<file path="src/rtl/ffha_pkg.sv">
// ffha_pkg: shared types and codes for the first-fit heap allocator
// controller states, datapath commands, command and status structs and result codes
// used by ffha_ctrl, ffha_dp and first_fit_heap_allocator
`default_nettype none

package ffha_pkg;

    localparam int HEAP_W = 26;
    localparam int OFF_W  = 25;
    localparam int STAT_W = 3;

    localparam logic [HEAP_W-1:0] HEAP_RESET = 26'd33554432;

    localparam logic [STAT_W-1:0] ST_OK       = 3'd0;
    localparam logic [STAT_W-1:0] ST_ZERO     = 3'd1;
    localparam logic [STAT_W-1:0] ST_NO_FIT   = 3'd2;
    localparam logic [STAT_W-1:0] ST_FULL     = 3'd3;
    localparam logic [STAT_W-1:0] ST_NOT_USED = 3'd4;

    typedef enum logic [4:0] {
        S_INIT,
        S_IDLE,
        S_DISPATCH,
        S_A_READ,
        S_A_CHECK,
        S_A_SLOT,
        S_A_SPLIT_CUR,
        S_F_READ,
        S_F_CHECK,
        S_F_BACK,
        S_F_MERGE_B,
        S_F_FWD,
        S_F_MERGE_F,
        S_DONE
    } state_t;

    typedef enum logic [4:0] {
        C_NONE,
        C_INIT,
        C_CONFIG,
        C_ACCEPT,
        C_A_START,
        C_A_READ,
        C_A_STEP,
        C_A_TAKE,
        C_A_SPLIT_NEW,
        C_A_SPLIT_CUR,
        C_F_START,
        C_F_READ,
        C_F_NEXT,
        C_F_UNTAKE,
        C_F_READ_P,
        C_F_MERGE_B,
        C_F_READ_N,
        C_F_MERGE_F,
        C_F_OK,
        C_FAIL_ZERO,
        C_FAIL_FIT,
        C_FAIL_FULL,
        C_FAIL_REL,
        C_DELIVER
    } cmd_t;

    typedef struct packed {
        cmd_t cmd;
    } ctl_t;

    typedef struct packed {
        logic op_rel;
        logic req_zero;
        logic fit;
        logic split;
        logic at_nil;
        logic slot_done;
        logic slot_found;
        logic match;
        logic scan_last;
        logic back_ok;
        logic fwd_ok;
        logic out_free;
    } sts_t;

endpackage

`default_nettype wire

</file>
<file path="src/rtl/ffha_ctrl.sv">
// ffha_ctrl: sequencer for allocate, release and table initialization
// depends on ffha_pkg; drives datapath commands from datapath status
`default_nettype none

module ffha_ctrl (
    input  wire logic          clk,
    input  wire logic          rst_n,
    input  wire logic          in_valid,
    input  wire logic          cfg_valid,
    input  wire ffha_pkg::sts_t sts,
    output ffha_pkg::ctl_t     ctl,
    output logic               in_stall,
    output logic               cfg_ready
);

    ffha_pkg::state_t state_reg, state_next;

    always_ff @(posedge clk or negedge rst_n)
    begin
        if (!rst_n)
        begin
            state_reg <= ffha_pkg::S_INIT;
        end
        else
        begin
            state_reg <= state_next;
        end
    end

    assign cfg_ready = (state_reg == ffha_pkg::S_IDLE);
    assign in_stall  = (state_reg != ffha_pkg::S_IDLE) || cfg_valid;

    always_comb
    begin
        state_next = state_reg;
        unique case (state_reg)
            ffha_pkg::S_INIT:        state_next = ffha_pkg::S_IDLE;
            ffha_pkg::S_IDLE:
            begin
                if (cfg_valid)
                    state_next = ffha_pkg::S_INIT;
                else if (in_valid)
                    state_next = ffha_pkg::S_DISPATCH;
            end
            ffha_pkg::S_DISPATCH:
            begin
                if (sts.op_rel)
                    state_next = ffha_pkg::S_F_READ;
                else if (sts.req_zero)
                    state_next = ffha_pkg::S_DONE;
                else
                    state_next = ffha_pkg::S_A_READ;
            end
            ffha_pkg::S_A_READ:      state_next = ffha_pkg::S_A_CHECK;
            ffha_pkg::S_A_CHECK:
            begin
                if (sts.fit)
                    state_next = sts.split ? ffha_pkg::S_A_SLOT : ffha_pkg::S_DONE;
                else if (sts.at_nil)
                    state_next = ffha_pkg::S_DONE;
                else
                    state_next = ffha_pkg::S_A_READ;
            end
            ffha_pkg::S_A_SLOT:
            begin
                if (sts.slot_done)
                    state_next = sts.slot_found ? ffha_pkg::S_A_SPLIT_CUR
                                                : ffha_pkg::S_DONE;
            end
            ffha_pkg::S_A_SPLIT_CUR: state_next = ffha_pkg::S_DONE;
            ffha_pkg::S_F_READ:      state_next = ffha_pkg::S_F_CHECK;
            ffha_pkg::S_F_CHECK:
            begin
                if (sts.match)
                    state_next = ffha_pkg::S_F_BACK;
                else if (sts.scan_last)
                    state_next = ffha_pkg::S_DONE;
                else
                    state_next = ffha_pkg::S_F_READ;
            end
            ffha_pkg::S_F_BACK:
                state_next = sts.back_ok ? ffha_pkg::S_F_MERGE_B : ffha_pkg::S_F_FWD;
            ffha_pkg::S_F_MERGE_B:   state_next = ffha_pkg::S_F_FWD;
            ffha_pkg::S_F_FWD:
                state_next = sts.fwd_ok ? ffha_pkg::S_F_MERGE_F : ffha_pkg::S_DONE;
            ffha_pkg::S_F_MERGE_F:   state_next = ffha_pkg::S_DONE;
            ffha_pkg::S_DONE:
            begin
                if (sts.out_free)
                    state_next = ffha_pkg::S_IDLE;
            end
            default:                 state_next = ffha_pkg::S_INIT;
        endcase
    end

    always_comb
    begin
        ctl.cmd = ffha_pkg::C_NONE;
        unique case (state_reg)
            ffha_pkg::S_INIT:        ctl.cmd = ffha_pkg::C_INIT;
            ffha_pkg::S_IDLE:
            begin
                if (cfg_valid)
                    ctl.cmd = ffha_pkg::C_CONFIG;
                else if (in_valid)
                    ctl.cmd = ffha_pkg::C_ACCEPT;
            end
            ffha_pkg::S_DISPATCH:
            begin
                if (sts.op_rel)
                    ctl.cmd = ffha_pkg::C_F_START;
                else if (sts.req_zero)
                    ctl.cmd = ffha_pkg::C_FAIL_ZERO;
                else
                    ctl.cmd = ffha_pkg::C_A_START;
            end
            ffha_pkg::S_A_READ:      ctl.cmd = ffha_pkg::C_A_READ;
            ffha_pkg::S_A_CHECK:
            begin
                if (sts.fit)
                    ctl.cmd = sts.split ? ffha_pkg::C_NONE : ffha_pkg::C_A_TAKE;
                else if (sts.at_nil)
                    ctl.cmd = ffha_pkg::C_FAIL_FIT;
                else
                    ctl.cmd = ffha_pkg::C_A_STEP;
            end
            ffha_pkg::S_A_SLOT:
            begin
                if (sts.slot_done)
                    ctl.cmd = sts.slot_found ? ffha_pkg::C_A_SPLIT_NEW
                                             : ffha_pkg::C_FAIL_FULL;
            end
            ffha_pkg::S_A_SPLIT_CUR: ctl.cmd = ffha_pkg::C_A_SPLIT_CUR;
            ffha_pkg::S_F_READ:      ctl.cmd = ffha_pkg::C_F_READ;
            ffha_pkg::S_F_CHECK:
            begin
                if (sts.match)
                    ctl.cmd = ffha_pkg::C_F_UNTAKE;
                else if (sts.scan_last)
                    ctl.cmd = ffha_pkg::C_FAIL_REL;
                else
                    ctl.cmd = ffha_pkg::C_F_NEXT;
            end
            ffha_pkg::S_F_BACK:
                ctl.cmd = sts.back_ok ? ffha_pkg::C_F_READ_P : ffha_pkg::C_NONE;
            ffha_pkg::S_F_MERGE_B:   ctl.cmd = ffha_pkg::C_F_MERGE_B;
            ffha_pkg::S_F_FWD:
                ctl.cmd = sts.fwd_ok ? ffha_pkg::C_F_READ_N : ffha_pkg::C_F_OK;
            ffha_pkg::S_F_MERGE_F:   ctl.cmd = ffha_pkg::C_F_MERGE_F;
            ffha_pkg::S_DONE:
            begin
                if (sts.out_free)
                    ctl.cmd = ffha_pkg::C_DELIVER;
            end
            default:                 ctl.cmd = ffha_pkg::C_NONE;
        endcase
    end

endmodule

`default_nettype wire

</file>
<file path="config.mk">
export PLATFORM = sky130hd
export DESIGN_NAME = ffha_ctrl
export DESIGN_NICKNAME = d
export VERILOG_FILES = /design/src/rtl/ffha_pkg.sv /design/src/rtl/ffha_ctrl.sv
export SDC_FILE = /design/constraint.sdc
export NUM_CORES = 1
export LEC_CHECK = 0
export ABC_AREA = 1
export BUFFER_PORTS_ARGS = -buffer_cell sky130_fd_sc_hd__buf_4
export CAP_MARGIN = 5
export CORE_MARGIN = 1
export CORE_UTILIZATION = 44
export DETAILED_ROUTE_END_ITERATION = 8
export MAX_ROUTING_LAYER = met4
export PLACE_DENSITY = 0.73
export SLEW_MARGIN = 20
export SYNTH_ARGS = -nofsm -noshare
export SYNTH_HDL_FRONTEND = slang
export SYNTH_SLANG_ARGS = --single-unit
</file>
<file path="constraint.sdc">
create_clock -name clk -period 1.07 [get_ports clk]
set_input_delay 0.0535 -clock clk [delete_from_list [all_inputs] [get_ports clk]]
set_output_delay 0.0535 -clock clk [all_outputs]
set_load 0.05 [all_outputs]
</file>
==> metrics.txt, run 1 <==
total track usage 33.4%; Layout Nets 207; simple-gate area share of the yosys netlist around three fifths; Synth Cell Area between 700 and 800 µm²; post-synth top area share 27.6%; critical path's top delay family flip-flops; Least-Margin Pin Slew 252 ps; residual DRC count 0; vias in the first global route 1,030; WP data required around 1000 ps; Worst Path Max Fanout 5; H-tree levels 1; commonest non-fill, non-tap cell in the layout nand2_1; Worst-Skew Late Latency 240 ps; Largest register FFs 4; Worst path max stage delay 460 ps; Tightest Hold Check Type input pin to asynchronous set/reset pin; cell count after placement 194; CP max stage cell dfrtp_2; Area Overhead vs Synth 80.0%; filler instances 96; max cap viols 0; fraction of registers with async set or reset after synthesis 100%; DPL Wire Length roughly 2000 µm; dominant cells by area after synthesis nand2_1 28%, dfrtp_1 14%, nor2_1 14%; clk slew on worst S/H paths about 40 ps; Setup crit start kind flip-flop; Post-Syn Area per Cell 4.94 µm²; CTS Buffer Depth 2; grt ovf 0; clk root buf clkbuf_4; FF/Latch Area 104 µm²; worst slack at placement -411 ps; Syn. warnings 0; period utilisation layout 151%; synth unique cells 16; Setup Viol. Count Final 11; Initial Util 46.9%; power per cell area 3250 nW/µm²; main combinational cell family by area after synthesis simple AND/OR/NAND/NOR gates; WP buf/inv 3; Final Hold Viols 0; number of synthesized flops with an enable pin 0; sequential-to-total area share from yosys stat between 10% and 20%; fin cells between 200 and 250; final antenna diode count 0; Syn Inst Count around 140; Post-Syn Nets 159; Die X between 40 and 50 µm; post-synthesis compound-gate area fraction 11.7%; main flop type after synthesis dfrtp_1; final wirelength 2780 µm; clock sinks 4; Synth Area in XOR/XNOR 0%; unrepaired setup endpoints after global routing yes; WL per Instance around 14 µm; Setup Skew 0.557 ps; vias per cell 5.47; minimum clock period around 1600 ps; adder-cell area share of the yosys netlist 0%; failing checks setup timing; TritonCTS Buffers 3; DIE AREA roughly 1800 µm²; WS Path Type flip-flop to primary output; Detailed Route Iter0 Violations 33; pin count of the biggest net entering global routing 6; Yosys top cell by area nand2_1; initial antenna violation count 0; vias post-DR between 1,000 and 1,500; sequence of cells on the critical path inv_4, nand2_2, inv_2, nand2_2, o21ai_2, a21oi_1, nand4_1, buf_6; WP data arrival about 1600 ps; row count 14; commonest cells after routing, fill and taps aside 41 x nand2_1, 31 x buf_4, 18 x inv_1; layout cell share with drive strength beyond 1 a little under half; GP Congestion 0.903; Leak 0.724 nW; TritonCTS clock tree done; multi-input logic area about 660 µm²; Slew Limit Headroom 83.1%; Post-DRT Antenna Nets 0; Worst VDD drop approximately 0.0031 V; CORE AREA 1510 µm²; Seq cells post-synth 4; mux share of post-synthesis cell area 0%; Detailed Routing Iterations Pass 1 4; fmax 621 MHz; I/O Pins 23; die height around 42 µm; Worst setup EP type primary output; setup ws final -542 ps; status finished, violations left; fin. max-slew vios 0; first-pass GRT wire length ~4400 µm; Port-buffer cells 22; most used cell, CP nand2_2
per-layer routing:
layer | track usage, % | vias up | part of all wire, %
met5 | - | - | 0
met1 | 42.0 | 506 | 38
met3 | 0.431 | 11 | 8.3
li1 | - | 539 | -
met2 | 59.1 | 65 | 50
met4 | 9.38 | 0 | 3.1
logic make-up after synthesis:
family | Yosys count
simple gates | 100
buf+inv | 24
compound gates | 15
flops | 4
timing repair:
action,CTS,global route
gates resized for setup,46,8
hold buffers,1,0
setup buffers,6,2
hold endpoints to repair,4,0
pin swaps,8,5
setup endpoints to repair,11,11
layout make-up:
type                       instances  area share, %
clock buffer                       3           1.77
inverter                          24           7.47
multi-input combinational        115           51.9
sequential                         4           8.16
tap                               16           1.57
timing repair buffer              43           29.1
worst paths after layout:
| check | slack, ps | depth (start not counted) | startpoint | to |
|---|---|---|---|---|
| setup / recovery | -540 | 8 | state_reg[0] | ctl[3] |
| hold / removal | 150 | 2 | rst_n | state_reg[3] |
| setup reg to reg | -380 | 8 | state_reg[3] | state_reg[2] |
| hold reg to reg | 840 | 4 | state_reg[2] | state_reg[3] |
| max in group asynchronous | 810 | 2 | rst_n | state_reg[0] |
| min in group clk | 190 | 4 | sts[0] | state_reg[3] |
report_power, final:
part | internal [W] | total (W) | switching, W | leakage, nW
combinational | 0.00138 | 0.00355 | 0.00217 | 0.664
clock | 0.000125 | 0.000188 | 0.0000622 | 0.0138
sequential | 0.000241 | 0.000392 | 0.000150 | 0.0459
stage by stage:
stage,util (%),total power (W),hold slack (ps),area (µm²),setup TNS [ps]
floorplan,-,0.00218,-242,728,-3430
global placement,67.1,0.00301,-152,1010,-3100
detailed placement,67.1,0.00304,-149,1010,-3330
CTS,81.8,0.00391,148,1230,-4280
global route,84.5,0.00434,158,1270,-5560
finish,84.5,0.00413,154,1270,-4810
cells in the mapped netlist (2+ instances only):
library cell,number
a21oi_1,2
dfrtp_1,4
inv_1,22
inv_2,2
nand2_1,52
nand2_2,2
nand3_1,10
nand3b_1,2
nand4_1,4
nor2_1,26
nor2_4,3
o21ai_0,10
Note: power is estimated with default switching activity, not from simulation.
==> inputs of run 2 (changes only) <==
--- a/config.mk
+++ b/config.mk
@@ -13,6 +13,7 @@
 export DETAILED_ROUTE_END_ITERATION = 8
 export MAX_ROUTING_LAYER = met4
 export PLACE_DENSITY = 0.73
+export REMOVE_ABC_BUFFERS = 1
 export SLEW_MARGIN = 20
 export SYNTH_ARGS = -nofsm -noshare
 export SYNTH_HDL_FRONTEND = slang
==> run 2 against run 1 <==
Net effect: final cell count rose by 5.4%; clock skew rose by 8.4 ps; largest power group unchanged; the flow still finishes with violations (setup timing); first-iteration DRC count rose to 3.5 times the previous value; critical endpoint is now ctl[4]; total power rose by 14%; design area rose by 8.2%; fmax fell by 10%; sequential power rose by 6.6%; critical path depth fell by 1; via count rose by 22%.
==> metrics.txt, run 2 (same netlist as run 1, synthesis figures left out) <==
Detailed Routing Iterations Pass 1 5 (+1); hold_ws 117 ps (-37.6 ps); CP max stage cell dfrtp_2; Worst path max stage delay 480 ps (+20 ps); layout cell share with drive strength beyond 1 53.5% (+6.9 points); Design Power 0.00469 W (+14%); TritonCTS Buffers 3 (unchanged); Port-buffer cells 22 (unchanged); WP data arrival 1740 ps (+180 ps); Worst-Skew Late Latency 240 ps (about the same); status finished, violations left; setup TNS -6150 ps (-1350 ps); unrepaired setup endpoints after global routing yes; WS Path Type flip-flop to primary output; Leak 0.786 nW (+8.5%); Post-DRT Antenna Nets 0 (unchanged); CORE AREA 1510 µm² (unchanged); row count 14 (unchanged); Setup crit start kind flip-flop; final wirelength 4110 µm (+48%); period utilisation layout 168% (+17 points); Least-Margin Pin Slew 312 ps (+59.4 ps); setup ws final -726 ps (-185 ps); Hold Path Origin sts[6]; H-tree levels 1 (unchanged); first-pass GRT wire length 5500 µm (+24%); Largest register FFs 4 (unchanged); clock sinks 4 (unchanged); max cap viols 0 (unchanged); residual DRC count 0 (unchanged); CTS Buffer Depth 2 (unchanged); Worst R2R End state_reg[3]; Worst Hold Path EP state_reg[2]; pin count of the biggest net entering global routing 6 (unchanged); Setup Viol. Count Final 11 (unchanged); total track usage 42.4% (+9.1 points); Area Overhead vs Synth 94.7%; Worst Hold Depth 4; TritonCTS clock tree done; R2R depth 11 (+3); GP Congestion 0.948 (+5.0%); Initial Util 46.9% (unchanged); WP buf/inv 2 (-1); CP Depth 7 (-1); Final Hold Viols 0 (unchanged); reg-to-reg slack, setup -550 ps (-170 ps); WL per Instance 19.0 µm (+40%); Reg-to-Reg Start state_reg[2]; I/O Pins 23 (unchanged); final antenna diode count 0 (unchanged); WP data required 1020 ps (about the same); commonest non-fill, non-tap cell in the layout buf_4; minimum clock period 1800 ps (+185 ps); Slew Limit Headroom 79.1% (-4.0 points); clk root buf clkbuf_4; most used cell, CP nand2_1; Worst setup EP type primary output; vias post-DR 1,370 (+22%); DIE AREA 1770 µm² (unchanged); Worst VDD drop 0.00256 V (-18%); Layout Nets 218 (+5.3%); critical path's top delay family simple AND/OR/NAND/NOR gates; Setup Skew 9.00 ps (+8.45 ps); DPL Wire Length 2020 µm (+1.3%); fmax 557 MHz (-10%); Detailed Route Iter0 Violations 117 (+250%); Tightest Hold Check Type input pin to flip-flop; power per cell area 3410 nW/µm² (+5.0%); grt ovf 0 (unchanged); die height 42.1 µm (unchanged); clk slew on worst S/H paths 30 ps (about the same); Die X 42.1 µm (unchanged); vias per cell 6.34 (+16%); failing checks setup timing; Worst Path Max Fanout 5 (unchanged); initial antenna violation count 0 (unchanged); fin. max-slew vios 0 (unchanged); commonest cells after routing, fill and taps aside 41 x buf_4, 40 x nand2_1, 16 x inv_1; vias in the first global route 1,235 (+20%); sequence of cells on the critical path nand2_2, inv_1, nand2_1, nand2_1, nor2_2, nand4_1, buf_6
==> run 2: routing by layer <==
| layer | up-vias | global-route usage [%] | routed length [µm] |
|---|---|---|---|
| met2 | 149 | 69.4 | 1750 |
| met3 | 66 | 11.6 | 595 |
| li1 | 564 | - | - |
| met4 | 0 | 25.0 | 433 |
| met1 | 591 | 45.9 | 1330 |
| met5 | - | - | 0 |
==> run 2: power breakdown <==
part / internal (W) / leakage [nW] / switching [W] / total (W)
Sequential: 0.000245 / 0.0447 / 0.000173 / 0.000418
Clock: 0.000125 / 0.0138 / 0.0000633 / 0.000189
Combinational: 0.00159 / 0.727 / 0.00249 / 0.00408
Total: 0.00197 / 0.786 / 0.00272 / 0.00469
==> run 2: worst register-to-register path, delay by kind of cell, from the launching register on <==
| family | cells | cell delay [ps] |
|---|---|---|
| DFF | 1 | 480 |
| and+or+nand+nor | 7 | 540 |
| buffers and inverters | 4 | 480 |
==> run 2: how the worst max path moves through the flow <==
stage	startpoint	to
after floorplan	state_reg[3]	ctl[0]
after global placement	state_reg[3]	ctl[4]
after detailed placement	state_reg[2]	ctl[1]
after CTS	state_reg[1]	ctl[0]
after global routing	state_reg[0]	ctl[4]
final	state_reg[2]	ctl[4]
==> run 2: metrics by stage <==
stage | utilization (%) | cells | instance area, µm² | setup slack [ps]
CTS | 87.4 | 213 | 1320 | -501
floorplan | - | 143 | 707 | -890
finish | 91.4 | 216 | 1380 | -726
global placement | 68.2 | 199 | 1030 | -358
global route | 91.4 | 216 | 1380 | -760
detailed placement | 68.2 | 199 | 1030 | -427
==> run 2: layout make-up <==
class	instances	area, µm²
Sequential cell	4	105
Fill cell	65	130
Clock buffer	3	22.5
Tap cell	16	20.0
Multi-Input combinational cell	115	674
Timing Repair Buffer	54	457
Inverter	24	97.6
==> run 2: what timing repair did <==
action	CTS	global route
setup endpoints to repair	11	11
endpoints found under the hold margin	4	0
gates resized for setup	62	13
setup buffers	11	3
hold buffers	1	0
pin swaps	15	6
==> inputs of run 3 (changes only) <==
--- a/config.mk
+++ b/config.mk
@@ -5,14 +5,14 @@
 export SDC_FILE = /design/constraint.sdc
 export NUM_CORES = 1
 export LEC_CHECK = 0
-export ABC_AREA = 1
 export BUFFER_PORTS_ARGS = -buffer_cell sky130_fd_sc_hd__buf_4
 export CAP_MARGIN = 5
-export CORE_MARGIN = 1
-export CORE_UTILIZATION = 44
+export CORE_MARGIN = 2
+export CORE_UTILIZATION = 49
+export CTS_BUF_LIST = sky130_fd_sc_hd__clkbuf_4 sky130_fd_sc_hd__clkbuf_8
 export DETAILED_ROUTE_END_ITERATION = 8
 export MAX_ROUTING_LAYER = met4
-export PLACE_DENSITY = 0.73
+export PLACE_DENSITY = 0.77
 export REMOVE_ABC_BUFFERS = 1
 export SLEW_MARGIN = 20
 export SYNTH_ARGS = -nofsm -noshare
==> run 3 against run 2 <==
Net effect: the flow still finishes with violations (setup timing); combinational power is 16% higher; sequential power about the same; worst hold slack better by 40 ps; final cell count is 4.6% lower; total power is 14% higher; global-route usage is 4.5 points lower; sequential share of layout area shrank 0.90 points; clock skew increased by 1.4 ps.
==> metrics.txt, run 3 <==
status finished, violations left; failing checks setup timing; layout cell share with drive strength beyond 1 54.1% (+0.64 points); residual DRC count 0 (unchanged); initial antenna violation count 0 (unchanged); row count 15 (+1); FF/Latch Area 105 µm² (unchanged); vias post-DR 1,383 (+0.95%); WP data required 1020 ps (about the same); Detailed Route Iter0 Violations 109 (-6.8%); number of synthesized flops with an enable pin 0 (unchanged); clock sinks 4 (unchanged); Final Hold Viols 0 (unchanged); GP Congestion 1.04 (+9.8%); multi-input logic area 798 µm² (+18%); I/O Pins 23 (unchanged); H-tree levels 1 (unchanged); fmax 526 MHz (-5.6%); pin count of the biggest net entering global routing 11 (+5); minimum clock period 1900 ps (+106 ps); top cells by count, synth 12 x a21oi_1, 8 x nor2_1; Seq cells post-synth 4 (unchanged); total track usage 37.9% (-4.5 points); filler instances 82 (+26%); Design Power 0.00536 W (+14%); fraction of registers with async set or reset after synthesis 100% (unchanged); die height 47.0 µm (+12%); Synth Cell Area 907 µm² (+28%); hold_ws 157 ps (+40.3 ps); Setup crit start kind flip-flop; Area Overhead vs Synth 72.0%; Syn Inst Count 120 (-16%); sequential-to-total area share from yosys stat 11.0% (-3.1 points); CTS Buffer Depth 2 (unchanged); commonest cells after routing, fill and taps aside 53 x buf_4, 11 x buf_6, 10 x a21oi_1; Worst VDD drop 0.00236 V (-7.8%); DPL Wire Length 2530 µm (+25%); Least-Margin Pin Slew 393 ps (+81.5 ps); Worst-Skew Late Latency 250 ps (about the same); Setup Skew 10.4 ps (+1.39 ps); fin. max-slew vios 0 (unchanged); main flop type after synthesis dfrtp_1; power per cell area 3430 nW/µm² (+0.77%); Layout Nets 199 (-8.7%); period utilisation layout 178% (+9.9 points); Largest register FFs 4 (unchanged); CORE AREA 1730 µm² (+15%); vias in the first global route 1,193 (-3.4%); clk slew on worst S/H paths 50 ps (+20 ps); Detailed Routing Iterations Pass 1 5 (unchanged); max cap viols 0 (unchanged); unrepaired setup endpoints after global routing yes; most used cell, CP buf_6; Worst path max stage delay 460 ps (-20 ps); Setup Viol. Count Final 11 (unchanged); Slew Limit Headroom 73.8% (-5.4 points); Initial Util 52.5% (+5.6 points); CP max stage cell dfrtp_2; WP data arrival 1850 ps (+110 ps); post-synth top area share 11.0% (-17 points); Tightest Hold Check Type input pin to asynchronous set/reset pin; WS Path Type flip-flop to primary output; final wirelength 4500 µm (+9.6%); most frequent cell after synthesis a21oi_1; Post-DRT Antenna Nets 0 (unchanged); DIE AREA 2210 µm² (+25%); first-pass GRT wire length 5690 µm (+3.5%); synth unique cells 54 (+38); Syn. warnings 0 (unchanged); dominant cells by area after synthesis dfrtp_1 11%, a21oi_1 6.6%, buf_6 5.0%; sequence of cells on the critical path buf_6, nor2b_1, buf_4, a32o_1, a22oi_2, nand2_1, buf_6; Yosys top cell by area dfrtp_1; Non-Filler Cell Area, Final 1560 µm² (+13%); Worst setup EP type primary output; setup TNS -7230 ps (-1080 ps); setup ws final -832 ps (-106 ps); TritonCTS Buffers 3 (unchanged); Die X 47.0 µm (+12%); Port-buffer cells 22 (unchanged); grt ovf 0 (unchanged); Worst Path Max Fanout 6 (+1); Post-Syn Area per Cell 7.56 µm² (+53%); WL per Instance 21.9 µm (+15%); dpl cell area 1300 µm² (+27%); commonest non-fill, non-tap cell in the layout buf_4; final antenna diode count 0 (unchanged); Leak 0.693 nW (-12%); vias per cell 6.71 (+5.8%); clk root buf clkbuf_4; TritonCTS clock tree done
==> run 3: cell types whose count changed after synthesis, moves of 5 or more <==
cell      change
nand2_1      -46
o21ai_1       +5
nor2_1       -18
nand2b_1      +6
nor2b_1       +6
a21oi_1      +10
inv_1        -19
nand3_1       -6
o21ai_0       -6
==> run 3: kinds of logic after synthesis <==
| logic type | after synthesis | synth area share (%) |
|---|---|---|
| buffers and inverters | 14 | 10.8 |
| muxes | 3 | 3.45 |
| AOI/OAI and AO/OA | 46 | 35.4 |
| DFF | 4 | 11.0 |
| and+or+nand+nor | 53 | 39.3 |
==> run 3: final timing paths <==
| path | start | end | slack, ps | depth (start not counted) |
|---|---|---|---|---|
| setup reg to reg | state_reg[3] | state_reg[2] | -700 | 7 |
| hold reg to reg | state_reg[1] | state_reg[2] | 790 | 3 |
| hold / removal | rst_n | state_reg[3] | 160 | 2 |
| max in group asynchronous | rst_n | state_reg[2] | 790 | 2 |
| setup / recovery | state_reg[3] | ctl[3] | -830 | 7 |
| min in group clk | sts[3] | state_reg[1] | 200 | 3 |
==> run 3: metrics by stage <==
stage | instances | worst slack (ps) | util (%)
6_report | 206 | -832 | 90.4
5_1_grt | 206 | -955 | 90.4
4_1_cts | 202 | -705 | 82.6
3_5_place_dp | 193 | -567 | 75.5
3_3_place_gp | 193 | -547 | 75.5
2_1_floorplan | 110 | -1340 | -
==> run 3: critical path, delay by kind of cell (launching register included) <==
| kind | cells | cell delay (ps) |
|---|---|---|
| AO/OA/AOI/OAI | 2 | 430 |
| flip-flops | 1 | 460 |
| AND/OR/NAND/NOR | 2 | 260 |
| buffers and inverters | 3 | 460 |
==> run 3: layout make-up <==
type | count | area share [%]
tap | 25 | 2.00
clock buffer | 3 | 1.44
inverter | 4 | 1.04
sequential | 4 | 6.74
multi-input combinational | 102 | 51.2
timing repair buffer | 68 | 37.6
==> run 3: per-layer routing <==
metal | GRT usage, % | up-vias | part of all wire (%)
met4 | 18.9 | 0 | 6.5
met2 | 60.5 | 144 | 48
met5 | - | - | 0
met1 | 45.9 | 620 | 35
li1 | - | 582 | -
met3 | 6.15 | 37 | 11
==> run 3: where the power goes <==
part	switching, W	internal (W)	leakage [nW]	total [W]
Clock	0.0000748	0.000126	0.0138	0.000201
Sequential	0.000173	0.000244	0.0446	0.000417
Combinational	0.00256	0.00218	0.634	0.00474
==> run 3: repair_timing <==
action / CTS / global route
gates resized for setup: 14 / 25
hold buffers: 1 / 0
setup endpoints to repair: 11 / 11
endpoints found under the hold margin: 4 / 0
setup buffers: 5 / 5
pin swaps: 2 / 9
